===== config.mk =====
export PLATFORM = sky130hd
export DESIGN_NAME = frame_redness_change_detector_flat
export DESIGN_NICKNAME = d
export VERILOG_FILES = /design/src/hdl/frc_pkg.sv /design/src/hdl/frc_ifs.sv /design/src/hdl/frc_ctrl.sv /design/src/hdl/frc_datapath.sv /design/src/hdl/frame_redness_change_detector.sv /design/src/flat_wrapper.sv
export SDC_FILE = /design/constraint.sdc
export NUM_CORES = 1
export LEC_CHECK = 0
export ABC_AREA = 1
export BUFFER_PORTS_ARGS = -buffer_cell sky130_fd_sc_hd__buf_2
export CORE_MARGIN = 3
export CORE_UTILIZATION = 52
export CTS_BUF_LIST = sky130_fd_sc_hd__clkbuf_8
export DETAILED_ROUTE_END_ITERATION = 6
export PLACE_DENSITY = 0.79
export SLEW_MARGIN = 30
export SYNTH_ARGS = -nofsm -noshare
export SYNTH_HDL_FRONTEND = slang
export SYNTH_SLANG_ARGS = --single-unit
export TNS_END_PERCENT = 5

===== constraint.sdc =====
create_clock -name clk_i -period 5 [get_ports clk_i]
set_input_delay 0.75 -clock clk_i [delete_from_list [all_inputs] [get_ports clk_i]]
set_output_delay 0.75 -clock clk_i [all_outputs]
set_load 0.005 [all_outputs]

===== src/hdl/frc_pkg.sv =====
// types and constants of the frame redness change detector
// no dependencies
package frc_pkg;

  localparam int unsigned MaxFramePixels = 1048576;
  localparam int unsigned ColorW         = 8;
  localparam int unsigned PixSumW        = ColorW + 2;
  localparam int unsigned SumW           = 28;
  localparam int unsigned FracW          = 16;
  localparam int unsigned RednessW       = 18;
  localparam int unsigned ThreshW        = 16;
  localparam int unsigned NumW           = SumW + FracW;
  localparam int unsigned DenW           = SumW + 2;
  localparam int unsigned DivSteps       = NumW;
  localparam int unsigned CntW           = $clog2(DivSteps);
  // floor(x/3) = (x*683) >> 11 for every x below 2048
  localparam int unsigned Recip3W        = 10;
  localparam int unsigned Recip3Shift    = 11;
  localparam int unsigned ProdW          = PixSumW + Recip3W;

  localparam logic [Recip3W-1:0]  Recip3       = 10'd683;
  localparam logic [SumW-1:0]     SumMax       = {SumW{1'b1}};
  localparam logic [RednessW-1:0] RednessMax   = {RednessW{1'b1}};
  localparam logic [ThreshW-1:0]  ThreshReset  = 16'd328;
  localparam logic [CntW-1:0]     DivLastCount = CntW'(DivSteps - 1);

  typedef enum logic [1:0] {
    S_ACCUM,
    S_DIV,
    S_DONE
  } frc_state_e;

  typedef struct packed {
    logic accum;   // pixel word taken this cycle
    logic start;   // frame-end pixel: load divider, clear sums
    logic step;    // one division step
    logic finish;  // write result, update average
  } frc_cmd_t;

  typedef struct packed {
    logic out_free;  // output register can take a word this cycle
  } frc_status_t;

endpackage


===== src/hdl/frc_ifs.sv =====
// valid/ready stream interfaces for pixels and frame results
// depends on frc_pkg
interface frc_pixel_if
  import frc_pkg::*;
();
  logic              valid;
  logic              ready;
  logic [ColorW-1:0] red;
  logic [ColorW-1:0] green;
  logic [ColorW-1:0] blue;
  logic              last_in_frame;

  modport source (output valid, red, green, blue, last_in_frame, input ready);
  modport sink   (input valid, red, green, blue, last_in_frame, output ready);
endinterface

interface frc_result_if
  import frc_pkg::*;
();
  logic                valid;
  logic                ready;
  logic                object_missing;
  logic [RednessW-1:0] frame_redness;
  logic                zero_intensity;

  modport source (output valid, object_missing, frame_redness, zero_intensity,
                  input ready);
  modport sink   (input valid, object_missing, frame_redness, zero_intensity,
                  output ready);
endinterface


===== src/hdl/frc_ctrl.sv =====
// controller: pixel accumulation, division sequencing, result hand-off
// depends on frc_pkg
module frc_ctrl
  import frc_pkg::*;
(
  input  logic        clk_i,
  input  logic        rst_ni,
  input  logic        in_valid_i,
  input  logic        in_last_i,
  output logic        in_ready_o,
  input  frc_status_t status_i,
  output frc_cmd_t    cmd_o
);

  frc_state_e      state_q, state_d;
  logic [CntW-1:0] cnt_q, cnt_d;
  logic            in_fire;

  assign in_ready_o = (state_q == S_ACCUM);
  assign in_fire    = in_valid_i && in_ready_o;

  always_comb begin
    state_d = state_q;
    cnt_d   = cnt_q;
    case (state_q)
      S_ACCUM: begin
        cnt_d = '0;
        if (in_fire && in_last_i) begin
          state_d = S_DIV;
        end
      end
      S_DIV: begin
        cnt_d = cnt_q + 1'b1;
        if (cnt_q == DivLastCount) begin
          state_d = S_DONE;
        end
      end
      S_DONE: begin
        if (status_i.out_free) begin
          state_d = S_ACCUM;
        end
      end
      default: begin
        state_d = S_ACCUM;
      end
    endcase
  end

  always_comb begin
    cmd_o = '0;
    case (state_q)
      S_ACCUM: begin
        cmd_o.accum = in_fire;
        cmd_o.start = in_fire && in_last_i;
      end
      S_DIV: begin
        cmd_o.step = 1'b1;
      end
      S_DONE: begin
        cmd_o.finish = status_i.out_free;
      end
      default: begin
        cmd_o = '0;
      end
    endcase
  end

  always_ff @(posedge clk_i or negedge rst_ni) begin
    if (!rst_ni) begin
      state_q <= S_ACCUM;
      cnt_q   <= '0;
    end else begin
      state_q <= state_d;
      cnt_q   <= cnt_d;
    end
  end

endmodule


===== src/hdl/frc_datapath.sv =====
// datapath: saturating sums, restoring divider, average compare, output register
// depends on frc_pkg
module frc_datapath
  import frc_pkg::*;
(
  input  logic                clk_i,
  input  logic                rst_ni,
  input  frc_cmd_t            cmd_i,
  output frc_status_t         status_o,
  input  logic [ColorW-1:0]   red_i,
  input  logic [ColorW-1:0]   green_i,
  input  logic [ColorW-1:0]   blue_i,
  input  logic                cfg_we_i,
  input  logic [ThreshW-1:0]  cfg_data_i,
  input  logic                out_ready_i,
  output logic                out_valid_o,
  output logic                object_missing_o,
  output logic [RednessW-1:0] frame_redness_o,
  output logic                zero_intensity_o
);

  logic [ThreshW-1:0]  thr_q;
  logic [SumW-1:0]     red_total_q, intensity_total_q;
  logic [RednessW-1:0] avg_q, avg_d;
  logic                seen_q;

  logic [NumW-1:0]     num_q;
  logic [DenW-1:0]     den_q, rem_q;
  logic [RednessW-1:0] quo_q;
  logic                ovf_q;
  logic                zero_q;

  logic                out_valid_q;
  logic                missing_q;
  logic [RednessW-1:0] redness_q;
  logic                zero_out_q;

  // per-pixel sums
  logic [PixSumW-1:0]  pix_sum;
  logic [ProdW-1:0]    pix_prod;
  logic [ColorW-1:0]   pix_third;
  logic [SumW:0]       red_ext, int_ext;
  logic [SumW-1:0]     red_sum, int_sum;
  logic [DenW-1:0]     den_new;

  assign pix_sum   = PixSumW'(red_i) + PixSumW'(green_i) + PixSumW'(blue_i);
  assign pix_prod  = ProdW'(pix_sum) * ProdW'(Recip3);
  assign pix_third = pix_prod[Recip3Shift +: ColorW];

  assign red_ext = {1'b0, red_total_q} + (SumW+1)'(red_i);
  assign int_ext = {1'b0, intensity_total_q} + (SumW+1)'(pix_third);
  assign red_sum = red_ext[SumW] ? SumMax : red_ext[SumW-1:0];
  assign int_sum = int_ext[SumW] ? SumMax : int_ext[SumW-1:0];
  assign den_new = DenW'(int_sum) + DenW'({int_sum, 1'b0});

  // one restoring division step
  logic [DenW:0]   trial;
  logic            q_bit;
  logic [DenW-1:0] rem_next;

  assign trial    = {rem_q, num_q[NumW-1]};
  assign q_bit    = (trial >= {1'b0, den_q});
  assign rem_next = q_bit ? DenW'(trial - {1'b0, den_q}) : trial[DenW-1:0];

  // frame-end compare against the running average
  logic [RednessW-1:0] redness;
  logic [RednessW-1:0] diff;
  logic [RednessW:0]   avg_sum;
  logic                missing;

  assign redness = ovf_q ? RednessMax : quo_q;
  assign diff    = (avg_q > redness) ? (avg_q - redness) : (redness - avg_q);
  assign missing = seen_q && (diff > RednessW'(thr_q));
  assign avg_sum = {1'b0, avg_q} + {1'b0, redness};

  always_comb begin
    avg_d = avg_q;
    if (!seen_q) begin
      avg_d = redness;
    end else if (!missing) begin
      avg_d = avg_sum[RednessW:1];
    end
  end

  assign status_o.out_free = !out_valid_q || out_ready_i;

  always_ff @(posedge clk_i or negedge rst_ni) begin
    if (!rst_ni) begin
      thr_q             <= ThreshReset;
      red_total_q       <= '0;
      intensity_total_q <= '0;
      avg_q             <= '0;
      seen_q            <= 1'b0;
      out_valid_q       <= 1'b0;
    end else begin
      if (cfg_we_i) begin
        thr_q <= cfg_data_i;
      end
      if (cmd_i.start) begin
        red_total_q       <= '0;
        intensity_total_q <= '0;
      end else if (cmd_i.accum) begin
        red_total_q       <= red_sum;
        intensity_total_q <= int_sum;
      end
      if (cmd_i.finish) begin
        avg_q       <= avg_d;
        seen_q      <= 1'b1;
        out_valid_q <= 1'b1;
      end else if (out_ready_i) begin
        out_valid_q <= 1'b0;
      end
    end
  end

  always_ff @(posedge clk_i) begin
    if (cmd_i.start) begin
      num_q  <= {red_sum, {FracW{1'b0}}};
      den_q  <= den_new;
      rem_q  <= '0;
      quo_q  <= '0;
      ovf_q  <= 1'b0;
      zero_q <= (int_sum == '0);
    end else if (cmd_i.step) begin
      num_q <= {num_q[NumW-2:0], 1'b0};
      rem_q <= rem_next;
      // any quotient bit shifted past the top saturates the result
      ovf_q <= ovf_q | quo_q[RednessW-1];
      quo_q <= {quo_q[RednessW-2:0], q_bit};
    end
    if (cmd_i.finish) begin
      missing_q  <= missing;
      redness_q  <= redness;
      zero_out_q <= zero_q;
    end
  end

  assign out_valid_o      = out_valid_q;
  assign object_missing_o = missing_q;
  assign frame_redness_o  = redness_q;
  assign zero_intensity_o = zero_out_q;

endmodule


===== src/hdl/frame_redness_change_detector.sv =====
// top level of the frame redness change detector
// depends on frc_pkg, frc_ifs, frc_ctrl, frc_datapath
//
//   port        dir   kind        contents
//   pixel_i     in    stream      red, green, blue, last_in_frame
//   result_o    out   stream      object_missing, frame_redness, zero_intensity
//   cfg_we_i    in    write       difference_threshold (cfg_data_i, 16 bits)
//
// ordinary pixels: one word per cycle.
// frame-end pixel: the bit-serial restoring divider runs, then the result is
//   compared and written; pixel input is stalled meanwhile.
// a result not yet taken holds off the finish cycle, and pixel input stays
//   stalled until the output side takes it.
// reset clears sums, average and first-frame flag and sets the threshold (328) at once.
module frame_redness_change_detector
  import frc_pkg::*;
(
  input  logic               clk_i,
  input  logic               rst_ni,
  frc_pixel_if.sink          pixel_i,
  frc_result_if.source       result_o,
  input  logic               cfg_we_i,
  input  logic [ThreshW-1:0] cfg_data_i
);

  frc_cmd_t    cmd;
  frc_status_t status;

  frc_ctrl u_ctrl (
    .clk_i      (clk_i),
    .rst_ni     (rst_ni),
    .in_valid_i (pixel_i.valid),
    .in_last_i  (pixel_i.last_in_frame),
    .in_ready_o (pixel_i.ready),
    .status_i   (status),
    .cmd_o      (cmd)
  );

  frc_datapath u_datapath (
    .clk_i            (clk_i),
    .rst_ni           (rst_ni),
    .cmd_i            (cmd),
    .status_o         (status),
    .red_i            (pixel_i.red),
    .green_i          (pixel_i.green),
    .blue_i           (pixel_i.blue),
    .cfg_we_i         (cfg_we_i),
    .cfg_data_i       (cfg_data_i),
    .out_ready_i      (result_o.ready),
    .out_valid_o      (result_o.valid),
    .object_missing_o (result_o.object_missing),
    .frame_redness_o  (result_o.frame_redness),
    .zero_intensity_o (result_o.zero_intensity)
  );

endmodule


===== src/flat_wrapper.sv =====
// flat-port wrapper written by rule: the top's interface ports become plain ports
module frame_redness_change_detector_flat import frc_pkg::*;
  (clk_i, rst_ni, cfg_we_i, cfg_data_i, pixel_i_valid, pixel_i_red, pixel_i_green, pixel_i_blue, pixel_i_last_in_frame, pixel_i_ready, result_o_valid, result_o_object_missing, result_o_frame_redness, result_o_zero_intensity, result_o_ready);
  frc_pixel_if pixel_i_i ();
  frc_result_if result_o_i ();
  input  logic clk_i;
  input  logic rst_ni;
  input  logic cfg_we_i;
  input  logic [ThreshW-1:0] cfg_data_i;
  input wire logic [$bits(pixel_i_i.valid)-1:0] pixel_i_valid;
  input wire logic [$bits(pixel_i_i.red)-1:0] pixel_i_red;
  input wire logic [$bits(pixel_i_i.green)-1:0] pixel_i_green;
  input wire logic [$bits(pixel_i_i.blue)-1:0] pixel_i_blue;
  input wire logic [$bits(pixel_i_i.last_in_frame)-1:0] pixel_i_last_in_frame;
  output wire logic [$bits(pixel_i_i.ready)-1:0] pixel_i_ready;
  output wire logic [$bits(result_o_i.valid)-1:0] result_o_valid;
  output wire logic [$bits(result_o_i.object_missing)-1:0] result_o_object_missing;
  output wire logic [$bits(result_o_i.frame_redness)-1:0] result_o_frame_redness;
  output wire logic [$bits(result_o_i.zero_intensity)-1:0] result_o_zero_intensity;
  input wire logic [$bits(result_o_i.ready)-1:0] result_o_ready;
  assign pixel_i_i.valid = pixel_i_valid;
  assign pixel_i_i.red = pixel_i_red;
  assign pixel_i_i.green = pixel_i_green;
  assign pixel_i_i.blue = pixel_i_blue;
  assign pixel_i_i.last_in_frame = pixel_i_last_in_frame;
  assign pixel_i_ready = pixel_i_i.ready;
  assign result_o_valid = result_o_i.valid;
  assign result_o_object_missing = result_o_i.object_missing;
  assign result_o_frame_redness = result_o_i.frame_redness;
  assign result_o_zero_intensity = result_o_i.zero_intensity;
  assign result_o_i.ready = result_o_ready;
  frame_redness_change_detector u_core (.clk_i(clk_i), .rst_ni(rst_ni), .pixel_i(pixel_i_i), .result_o(result_o_i), .cfg_we_i(cfg_we_i), .cfg_data_i(cfg_data_i));
endmodule

==> flow_metrics.py <==
metrics = {
    "outcome": {
        "status": "finished with violations",
        "violations": "negative setup slack",
    },
    "worst_setup_path": {
        "rr_startpoint": "u_core.u_datapath.ovf_q",
        "cp_num_buf_inv": 13,
        "worstRegToRegCells": 32,
        "r2r_end": "u_core.u_datapath.avg_q[6]",
        "crit_fanout": 4,
        "slowest_delay_ps": 510,
        "critPathMostFrequentCell": "ha_4",
        "cpLargestDelayFamily": "adder cells",
        "startpoint_type": "input port",
        "worstSetupPathType": "input port to flip-flop",
        "crit_arrival_ps": 8950,
        "worstPathRequired_ps": 5380,
        "slowest_stage": "fa_1",
        "cp-end-kind": "flip-flop",
        "rrSetupSlack_ps": 140,
    },
    "sta": {
        "whs_ps": 166,
        "finalSetupViolations": 59,
        "worst_slack_ps": -3570,
        "drv_slew": 0,
        "rsz0062_at_grt": "true",
        "fin_crit_sh": 1.71,
        "setup-tns-final_ps": -166680,
        "min_period_ps": 8570,
        "clock_skew_ps": 22.7,
        "timing.fmax_mhz": 117,
        "worst_slew_pin_slew_ps": 915,
        "finalHoldViolCount": 0,
        "max_slew_margin": 0.389,
    },
    "place": {
        "hpwl_um": 45500,
        "place_ws_ps": -4530,
        "numPortBuffers": 67,
        "place_congestion": 0.980,
    },
    "synthesis": {
        "synth_ff_type": "dfrtp_1",
        "synth_edf_count": 79,
        "ys_warn_count": 0,
        "ys_ff_latch": 228,
        "synth_cell_type_count": 66,
        "synthCells": 2832,
        "synth_fp_nets": 3140,
        "ys_async_sr_fraction": 0.439,
        "avgSynthCellArea_um2": 7.23,
        "ys_seq_area_frac": 0.286,
        "netlist_area_um2": 20500,
    },
    "detailed_routing": {
        "met1_length_um": 25800,
        "wl_met3_um": 2980,
        "drt_iter0_markers": 1317,
        "ant_nets": 0,
        "drc": 0,
        "first_pass_iters": 6,
        "wirelength_um": 60600,
        "vias": 20400,
        "wire_per_inst_um": 16.2,
        "routed.top_layer": "met4",
        "avgViaCountPerCell": 5.46,
        "wl_met2_um": 29800,
    },
    "cells_and_area": {
        "postLayoutCoreUtil": 0.662,
        "layout_commonest_cell": "nand2_1",
        "final_nets": 3490,
        "diodes": 0,
        "syn2layout_area_growth_pct": 25.1,
        "drive_above_1_share": 0.228,
        "n_fill_cell": 3222,
        "layout_common_cells": "722 x nand2_1, 418 x inv_1, 298 x buf_4",
    },
    "clocking": {
        "cts_max_level": 2,
        "clockBufferDepth": 3,
        "cts.sinks": 228,
        "clk_pin_slew_worst_paths_ps": 60,
        "cts_tree": "done",
        "numCtsBuffers": 42,
        "cts_root_buffer": "clkbuf_8",
        "hold_buffers": 0,
        "clk-insertion-delay-late_ps": 630,
    },
    "global_route": {
        "overflow": 0,
        "grtUsageTotal": 0.286,
        "grt_start_max_net_pins": 57,
        "antenna_found_initial": 0,
        "grt_pass1_vias": 20200,
        "grt_pass1_wl_um": 98300,
    },
    "run": {
        "max-cap-violations": 0,
    },
    "floorplan": {
        "dieArea_um2": 41800,
        "die_y_um": 204,
        "rows": 72,
        "io_pins": 68,
        "start_util": 0.529,
        "die_x_um": 204,
        "coreArea_um2": 38700,
    },
    "hold_path": {
        "hp-class": "input port to asynchronous set/reset pin",
    },
}
synth_stat cells, drive strengths merged, types with 28 or more instances:
master,instances,share of area
a21oi,164,0.041
buf,35,0.014
clkbuf,30,0.0055
dfrtp,97,0.12
dfxtp,49,0.048
edfxtp,79,0.12
fa,28,0.027
ha,234,0.14
inv,440,0.081
nand2,780,0.15
nand3,162,0.042
nand4,44,0.013
nor2,192,0.037
nor3,50,0.014
o21ai,181,0.045
xor2,81,0.035
cells by family after synthesis:
| logic type | Yosys count | share of synthesized area |
|---|---|---|
| AND/OR/NAND/NOR | 1268 | 0.267 |
| XOR/XNOR | 104 | 0.0445 |
| buffers and inverters | 506 | 0.100 |
| flip-flops | 228 | 0.286 |
| adder cells (fa/ha/maj) | 262 | 0.170 |
| multiplexers | 2 | 0.00104 |
| AO/OA/AOI/OAI | 462 | 0.131 |
stage by stage:
step                      instances  cell area [um^2]
after CTS                      3727             25100
after global placement         3630             23500
after global routing           3734             25600
after detailed placement       3631             23500
after floorplan                2832             20800
final                          3734             25600
sequential cells by signal, indices dropped and copies added (netlist names):
name,count
u_core.u_datapath.zero_intensity_o,1
u_core.u_datapath.ovf_q,1
u_core.u_datapath.avg_q,18
u_core.u_datapath.zero_q,1
u_core.u_datapath.seen_q,1
u_core.u_datapath.thr_q,16
u_core.u_datapath.intensity_total_q,28
u_core.u_ctrl.cnt_q,6
u_core.u_ctrl.state_q,2
u_core.u_datapath.out_valid_o,1
u_core.u_datapath.object_missing_o,1
u_core.u_datapath.num_q,28
u_core.u_datapath.den_q,30
u_core.u_datapath.quo_q,18
u_core.u_datapath.red_total_q,28
u_core.u_datapath.rem_q,30
u_core.u_datapath.frame_redness_o,18
worst max path at each step:
| stage | start | depth (start not counted) | endpoint |
|---|---|---|---|
| 6_report | pixel_i_red[0] | 53 | u_core.u_datapath.den_q[28] |
| 5_1_grt | pixel_i_red[0] | 55 | u_core.u_datapath.den_q[24] |
| 4_1_cts | pixel_i_green[0] | 53 | u_core.u_datapath.den_q[27] |
| 3_5_place_dp | pixel_i_red[0] | 51 | u_core.u_datapath.den_q[27] |
| 3_3_place_gp | pixel_i_red[0] | 50 | u_core.u_datapath.den_q[28] |
| 2_1_floorplan | pixel_i_green[0] | 54 | u_core.u_datapath.den_q[24] |
area by class of cell:
| class | instances | area, um^2 | share of cell area |
|---|---|---|---|
| Multi-Input combinational cell | 2098 | 13900 | 0.543 |
| Inverter | 441 | 1670 | 0.0650 |
| Timing Repair inverter | 1 | 3.75 | 0.000146 |
| Tap cell | 518 | 648 | 0.0253 |
| Clock buffer | 48 | 661 | 0.0258 |
| Sequential cell | 228 | 5860 | 0.229 |
| Clock inverter | 30 | 206 | 0.00806 |
| Timing Repair Buffer | 370 | 2670 | 0.104 |
per-layer routing:
metal	vias to the layer above	global-route usage
met5	-	0
met4	0	0.100
met3	138	0.0349
met2	624	0.502
met1	9648	0.363
li1	9970	-
what timing repair did:
item,4_1_cts,5_1_grt
cloned,1,0
setup endpoints to repair,59,78
setup buffers,17,7
resized for setup,126,97
pin swaps,78,61
Power is not shown: default switching activity piles up to over one toggle a cycle in this logic, so the estimate is an artifact.
